## src/hw/rtl/assert_macros.svh

```systemverilog
// Assertion macros used by the RTL of the nearest waypoint search unit.
`ifndef ASSERT_MACROS_SVH
`define ASSERT_MACROS_SVH

// Checked on every rising edge outside reset.
`define NWS_ASSERT(lbl, clk, rst_n, prop, msg) \
    lbl: assert property (@(posedge clk) disable iff (!rst_n) prop) \
        else $error(msg);

// Checked on every rising edge, reset included.
`define NWS_ASSERT_ALWAYS(lbl, clk, prop, msg) \
    lbl: assert property (@(posedge clk) prop) \
        else $error(msg);

`endif

```

## src/hw/rtl/nws_pkg.sv

```systemverilog
// Package with the shared types and constants of the nearest waypoint search unit.
`timescale 1ns / 1ps

package nws_pkg;

    // Field widths
    localparam int COORD_W = 24;
    localparam int IDX_W   = 5;
    localparam int PLEN_W  = 6;
    localparam int SQ_W    = 48;
    localparam int DIST_W  = 50;

    // Command codes
    localparam logic CMD_WRITE = 1'b0;
    localparam logic CMD_QUERY = 1'b1;

    // Configuration port
    localparam int   ADDR_W       = 3;
    localparam int   PDATA_W      = 32;
    localparam logic REG_PATH_LEN = 1'b0;

    // One 3D point in Q16.8 meters
    typedef struct packed {
        logic signed [COORD_W-1:0] x;
        logic signed [COORD_W-1:0] y;
        logic signed [COORD_W-1:0] z;
    } t_xyz;

    // Waypoint write broadcast to the cells
    typedef struct packed {
        logic             en;
        logic [IDX_W-1:0] idx;
        t_xyz             pt;
    } t_wr;

    // Running best carried from cell to cell
    typedef struct packed {
        logic              vld;
        logic              have;
        logic [IDX_W-1:0]  idx;
        logic [DIST_W-1:0] dsq;
    } t_tok;

endpackage

```

## src/hw/rtl/nws_cell.sv

```systemverilog
// One search cell: holds a waypoint, computes its distance, updates the passing best.
`timescale 1ns / 1ps

module nws_cell #(
    parameter int ID = 0
) (
    input  logic                        i_clk,
    input  logic                        i_rst_n,
    input  nws_pkg::t_wr                i_wr,
    input  nws_pkg::t_xyz               i_pos,
    input  logic [nws_pkg::PLEN_W-1:0]  i_path_len,
    input  nws_pkg::t_tok               i_tok,
    output nws_pkg::t_tok               o_tok
);

    localparam int IDB = $clog2(ID + 1);
    localparam int CW  = (IDB > nws_pkg::PLEN_W) ? IDB : nws_pkg::PLEN_W;
    localparam int IW  = (IDB > nws_pkg::IDX_W) ? IDB : nws_pkg::IDX_W;

    nws_pkg::t_xyz               r_wp;
    logic [nws_pkg::SQ_W-1:0]    r_sq_x, r_sq_y, r_sq_z;
    logic [nws_pkg::SQ_W-1:0]    n_sq_x, n_sq_y, n_sq_z;
    logic [nws_pkg::DIST_W-1:0]  r_dist;
    nws_pkg::t_tok               r_tok, n_tok;
    logic signed [24:0]          w_dx, w_dy, w_dz;
    logic signed [49:0]          w_px, w_py, w_pz;
    logic                        w_active;

    // Waypoint load on a matching write
    always_ff @(posedge i_clk) begin
        if (i_wr.en && (IW'(i_wr.idx) == IW'(ID))) begin
            r_wp <= i_wr.pt;
        end
    end

    // Stage 1: per-axis differences and squares
    always_comb begin
        w_dx   = $signed({r_wp.x[23], r_wp.x}) - $signed({i_pos.x[23], i_pos.x});
        w_dy   = $signed({r_wp.y[23], r_wp.y}) - $signed({i_pos.y[23], i_pos.y});
        w_dz   = $signed({r_wp.z[23], r_wp.z}) - $signed({i_pos.z[23], i_pos.z});
        w_px   = w_dx * w_dx;
        w_py   = w_dy * w_dy;
        w_pz   = w_dz * w_dz;
        n_sq_x = w_px[nws_pkg::SQ_W-1:0];
        n_sq_y = w_py[nws_pkg::SQ_W-1:0];
        n_sq_z = w_pz[nws_pkg::SQ_W-1:0];
    end

    // Stage 2: squared distance
    always_ff @(posedge i_clk) begin
        r_sq_x <= n_sq_x;
        r_sq_y <= n_sq_y;
        r_sq_z <= n_sq_z;
        r_dist <= {2'b00, r_sq_x} + {2'b00, r_sq_y} + {2'b00, r_sq_z};
    end

    // Compare against the incoming best; strict less-than keeps the lower index
    assign w_active = CW'(ID) < CW'(i_path_len);

    always_comb begin
        n_tok = i_tok;
        if (i_tok.vld && w_active && (!i_tok.have || (r_dist < i_tok.dsq))) begin
            n_tok.have = 1'b1;
            n_tok.idx  = nws_pkg::IDX_W'(ID);
            n_tok.dsq  = r_dist;
        end
    end

    always_ff @(posedge i_clk) begin
        if (!i_rst_n) begin
            r_tok.vld <= 1'b0;
        end else begin
            r_tok <= n_tok;
        end
    end

    assign o_tok = r_tok;

endmodule

```

## config.mk

```make
export PLATFORM = sky130hd
export DESIGN_NAME = nws_cell
export DESIGN_NICKNAME = d
export VERILOG_FILES = /design/src/hw/rtl/assert_macros.svh /design/src/hw/rtl/nws_pkg.sv /design/src/hw/rtl/nws_cell.sv
export SDC_FILE = /design/constraint.sdc
export NUM_CORES = 2
export LEC_CHECK = 0
export ABC_CLOCK_PERIOD_IN_PS = 10200
export BUFFER_PORTS_ARGS = -buffer_cell sky130_fd_sc_hd__buf_2
export CAP_MARGIN = 20
export CORE_UTILIZATION = 35
export CTS_BUF_LIST = sky130_fd_sc_hd__clkbuf_8
export CTS_CLUSTER_SIZE = 8
export DETAILED_ROUTE_END_ITERATION = 16
export GPL_ROUTABILITY_DRIVEN = 0
export PLACE_DENSITY_LB_ADDON = 0.08
export SYNTH_ARGS = -nofsm -noshare
export SYNTH_HDL_FRONTEND = slang
export SYNTH_SLANG_ARGS = --single-unit
```

## constraint.sdc

```tcl
create_clock -name i_clk -period 10.2 [get_ports i_clk]
set_input_delay 2.04 -clock i_clk [delete_from_list [all_inputs] [get_ports i_clk]]
set_output_delay 2.04 -clock i_clk [all_outputs]
set_load 0.01 [all_outputs]
```

[Word level (Yosys, flattened, before mapping)]
Cells that the tools add are included.
Storage, ports and cells
  word-level logic and storage cells: 28
  RAM bits: 0
  flip-flop bits (word level): 323
  input port bits: 215
  memories: 0
  bits in read-only memories: 0
  output and inout port bits: 57
  latch bits: 0
Operators by class
  eq/ne operators: 0
  reduce and logical (&&, ||, !) cells: 6
  shifts and indexed selects: 0
  div/mod/pow operators: 0
  muxes and demuxes: 1
  $mul: 3
  add/subtract/negate cells: 5
  bitwise logic cells: 0
  $lt $le $gt $ge: 2
Operators by type and width (number)
  multiplier 25 x 25 -> 48 bit: 3
  subtractor 24 x 24 -> 25 bit: 3
  adder 49 x 48 -> 50 bit: 1
  less-than comparator 50 bit: 1
  2-to-1 mux 50 bit: 1
  adder 48 x 48 -> 49 bit: 1
  less-than comparator 1 x 6 -> 1 bit, first input constant: 1
  logical NOT 5 bit: 1
  logical AND 1 bit: 3
  logical NOT 1 bit: 1
  logical OR 1 bit: 1

[Depth between registers and ports, before layout]
  word-level depth: 4
  mapped depth: 42
  mapped depth without buffers: 40

[Worst setup path before layout]
Ideal clock, no wire load.
  path kind: input port to flip-flop
  start: in i_pos[49] (netlist name)
  end: reg r_sq_x[40] (netlist name)
  data arrival time: 10852 ps
  slack: -777 ps
  buffers on the path: 1
  library setup time: 126 ps
  required time: 10074 ps
  stages: 36
  path through: inv_1 > ha_1 > nor2b_1 > o2111a_1 > o31ai_2 > a21oi_1 > o311ai_1 > a21oi_1 > o21a_1 > o21ai_0 > nand2b_1 > xor2_1 > clkbuf_1 > nand2_1 > fa_1 > inv_1 > fa_1 > fa_1 > inv_1 > fa_1 > fa_1 > inv_1 > fa_1 > fa_1 > ha_1 > and2_1 > a221o_1 > a311o_1 > a211oi_1 > nor2_1 > a221o_1 > a311o_1 > a31oi_4 > o21bai_1 > a21oi_2 > xnor2_1
On the way
  cells in the longest elaborated chain, start to end: 2
Ends and longest elaborated chain
  start, declared: line nws_cell.sv:10  | input nws_pkg::t_xyz i_pos,
  subtractor 24 x 24 -> 25 bit: line nws_cell.sv:38  | w_dx = $signed({r_wp.x[23], r_wp.x}) - $signed({i_pos.x[23], i_pos.x});
  multiplier 25 x 25 -> 48 bit: line nws_cell.sv:41  | w_px = w_dx * w_dx;
  via w_px[40]: line nws_cell.sv:26  | logic signed [49:0] w_px, w_py, w_pz;
  end signal, assigned: line nws_cell.sv:51  | r_sq_x <= n_sq_x;
  end, declared: line nws_cell.sv:21  | logic [nws_pkg::SQ_W-1:0] r_sq_x, r_sq_y, r_sq_z;
The timed path passes the listed nets, and every way through them passes these cells.
A chain may end at the register's enable or synchronous reset.

[Worst setup path in the final report]
Same ends and word-level chain as after synthesis.

==> reports/metrics.csv <==
metric;value;unit
status;finished, violations left;
failing checks;negative setup slack;
hold_buf cts;0;
All-Layer GR Usage;23.12;%
crit-path max cell delay;0.57;ns
share of layout cells above drive strength 1;22.89;%
#FFs+latches synth;320;
Synth top cells by count;inv_1, fa_1, nand2_1;
Mapped Area;75350;sq um
Core Rows;169;
Total Die Area;217100;sq um
Final Max Slew Viols;0;
CTS tree;done;
multi-input logic area;61040;sq um
CP Data Required Time;10.89;ns
post-layout util;44.14;%
Max clock buf depth;3;
Layout area overhead;24.73;%
Max FO, Critical Path;4;
DRT iter0 DRCs;3140;
Period minus WS final;10.29;ns
fmax;97.20;MHz
FF/Latch Area;7687;sq um
setup ws final;-0.08757;ns
crit-path most repeated cell;fa_1;
first-pass GRT wire length;378100;microns
Synth Area in Compound Gates;6.886;%
drt drc;0;
Post-Route WL;244500;microns
Setup Skew;0.06697;ns
Critical Path Start Type;input pin;
hold crit path type;flop to flop;
Root Driver;clkbuf_8;
CTS H-tree depth;3;
Final Hold Viols;0;
Worst-path clk slew;0.05;ns
Post-synth EDFFs;128;
clock sink count;320;
Synth Area in XOR/XNOR;3.549;%
Synth Area in Adders;58.26;%
Die X;466.0;microns
GRT met1 Usage;32.88;%
main area contributors after synthesis;fa_1, inv_1, ha_1, dfxtp_1, edfxtp_1;
Routed Antenna Nets;0;
Synth Warn #;0;
Simple-Gate Fraction of Synth Area;10.02;%
Rel. slew slack;32.97;%
Clock Latency Late Sink;0.80;ns
CP endpoint kind;flop;
synth unique cells;89;
busiest grt layer;met2;
cell family with most CP delay;adder cells;
Avg Inst Size Synth;9.730;sq um
crit path buf inv count;8;
met2 Use GR;37.15;%
wire per inst;20.11;microns
final worst path period share;100.9;%
met3 usage;2.817;%
Nets;11910;
largest net degree at the start of global routing;107;
RSZ-0062 raised after global routing;yes;
Worst path slowest cell;fa_1;
post-synthesis mux area share;0.04317;%
Starting Density;35.39;%
Final Setup Violations;5;
Worst-Margin Slew;0.9949;ns
DP Wirelength;215800;microns
largest area contributor in the netlist;fa_1;
share of the synthesized area in the top cell type;48.54;%
MaxCap Viol Count;0;
count leader, synth;inv_1;
FILL cells;20920;
Critical Path AT;10.98;ns
I/O pin count;272;
dpl ws;-1.273;ns
Core ar.;212900;sq um
drt pass-1 iters;7;
initial antenna violation count;24;
CTS Buf Count;68;
sequential share of the synthesized area;10.20;%
number of port buffers;271;
Post-synth ARST share;0;%
largest family of logic cells by synthesized area;adder cells;
cells after synthesis;7744;
Vias;57250;
Post-synth top flop;dfxtp_1;
WS Path Type;input pin to flop;
Die Y;466.0;microns
vias in the first global route;62920;
grt ovf;0;
Via density;4.708;
Fin Setup TNS;-0.1632;ns
final timing paths:
check	to	depth (start not counted)	slack (ns)	start
setup / recovery	r_sq_x[40]	33	-0.09	i_pos[49]
hold / removal	r_dist[0]	3	0.58	r_sq_y[0]
setup reg to reg	r_sq_x[40]	30	0.76	r_wp[54]
hold reg to reg	r_dist[0]	3	0.58	r_sq_y[0]
layer usage:
layer,vias up,routed length [microns],share of wire [%]
met1,29080,113100,46
met4,2,7448,3.0
met3,269,12120,5.0
li1,26530,-,-
met2,1366,111800,46
met5,-,8,0.0033
registers in the layout, summed over array words and instances (netlist names):
signal / count
o_tok: 57
r_dist: 50
r_sq_x: 47
r_sq_y: 47
r_sq_z: 47
r_wp: 72
cells by family after synthesis:
family,after synthesis
AND/OR/NAND/NOR,1699
adder cells (fa/ha/maj),2412
buffers and inverters,2208
multiplexers,2
AO/OA/AOI/OAI,801
XOR/XNOR,301
flip-flops,320
other,1
stage by stage:
step / std cells / hold WS (ns) / instance area (sq um)
floorplan: 7746 / 0.5491 / 75930
global placement: 11980 / 0.5789 / 90580
detailed placement: 11980 / 0.5795 / 90580
CTS: 12110 / 0.5769 / 92440
global route: 12160 / 0.6274 / 93980
finish: 12160 / 0.5803 / 93980
worst min-delay path: cells and delay by family (launching register included):
family,cells,cell delay (ns)
DFF,1,0.29
adders and majority gates,1,0.15
buffers and inverters,2,0.09
cell type report:
cell class / count / share of cell area (%)
tap: 2821 / 3.756
clock buffer: 76 / 1.113
clock inverter: 45 / 0.5498
sequential: 320 / 8.179
antenna: 5 / 0.01331
inverter: 1993 / 8.018
timing repair buffer: 1682 / 13.43
multi-input combinational: 5218 / 64.94
cells in the final DEF (no fill, tap or decap), drive strengths merged, types with 7 or more instances in the layout:
cell type and instances:
a211oi 23, or2 9, nor2 583, a21o 140
inv 1994, ha 585, bufinv 11, o21a 31
dfxtp 192, a21boi 7, xor2 89, a21oi 213
nor2b 46, buf 1682, nand4 80, xnor2 212
a31oi 77, o211ai 16, o21ai 168, a221oi 7
nand2b 50, o21bai 34, nand2 600, clkbuf 76
nor3b 7, nand3b 56, and2 50, edfxtp 128
nor3 32, and3 27, clkinv 29, fa 1827
o31ai 16, nand3 145
timing repair:
item / CTS / global route
pin swaps: 38 / 200
gates resized for setup: 51 / 280
buffers inserted: 8 / 54
setup endpoints to repair: 29 / 53
Power is left out: the tool's default activity adds up to more than one toggle a clock period on the data nets, which glitch-free logic cannot reach.
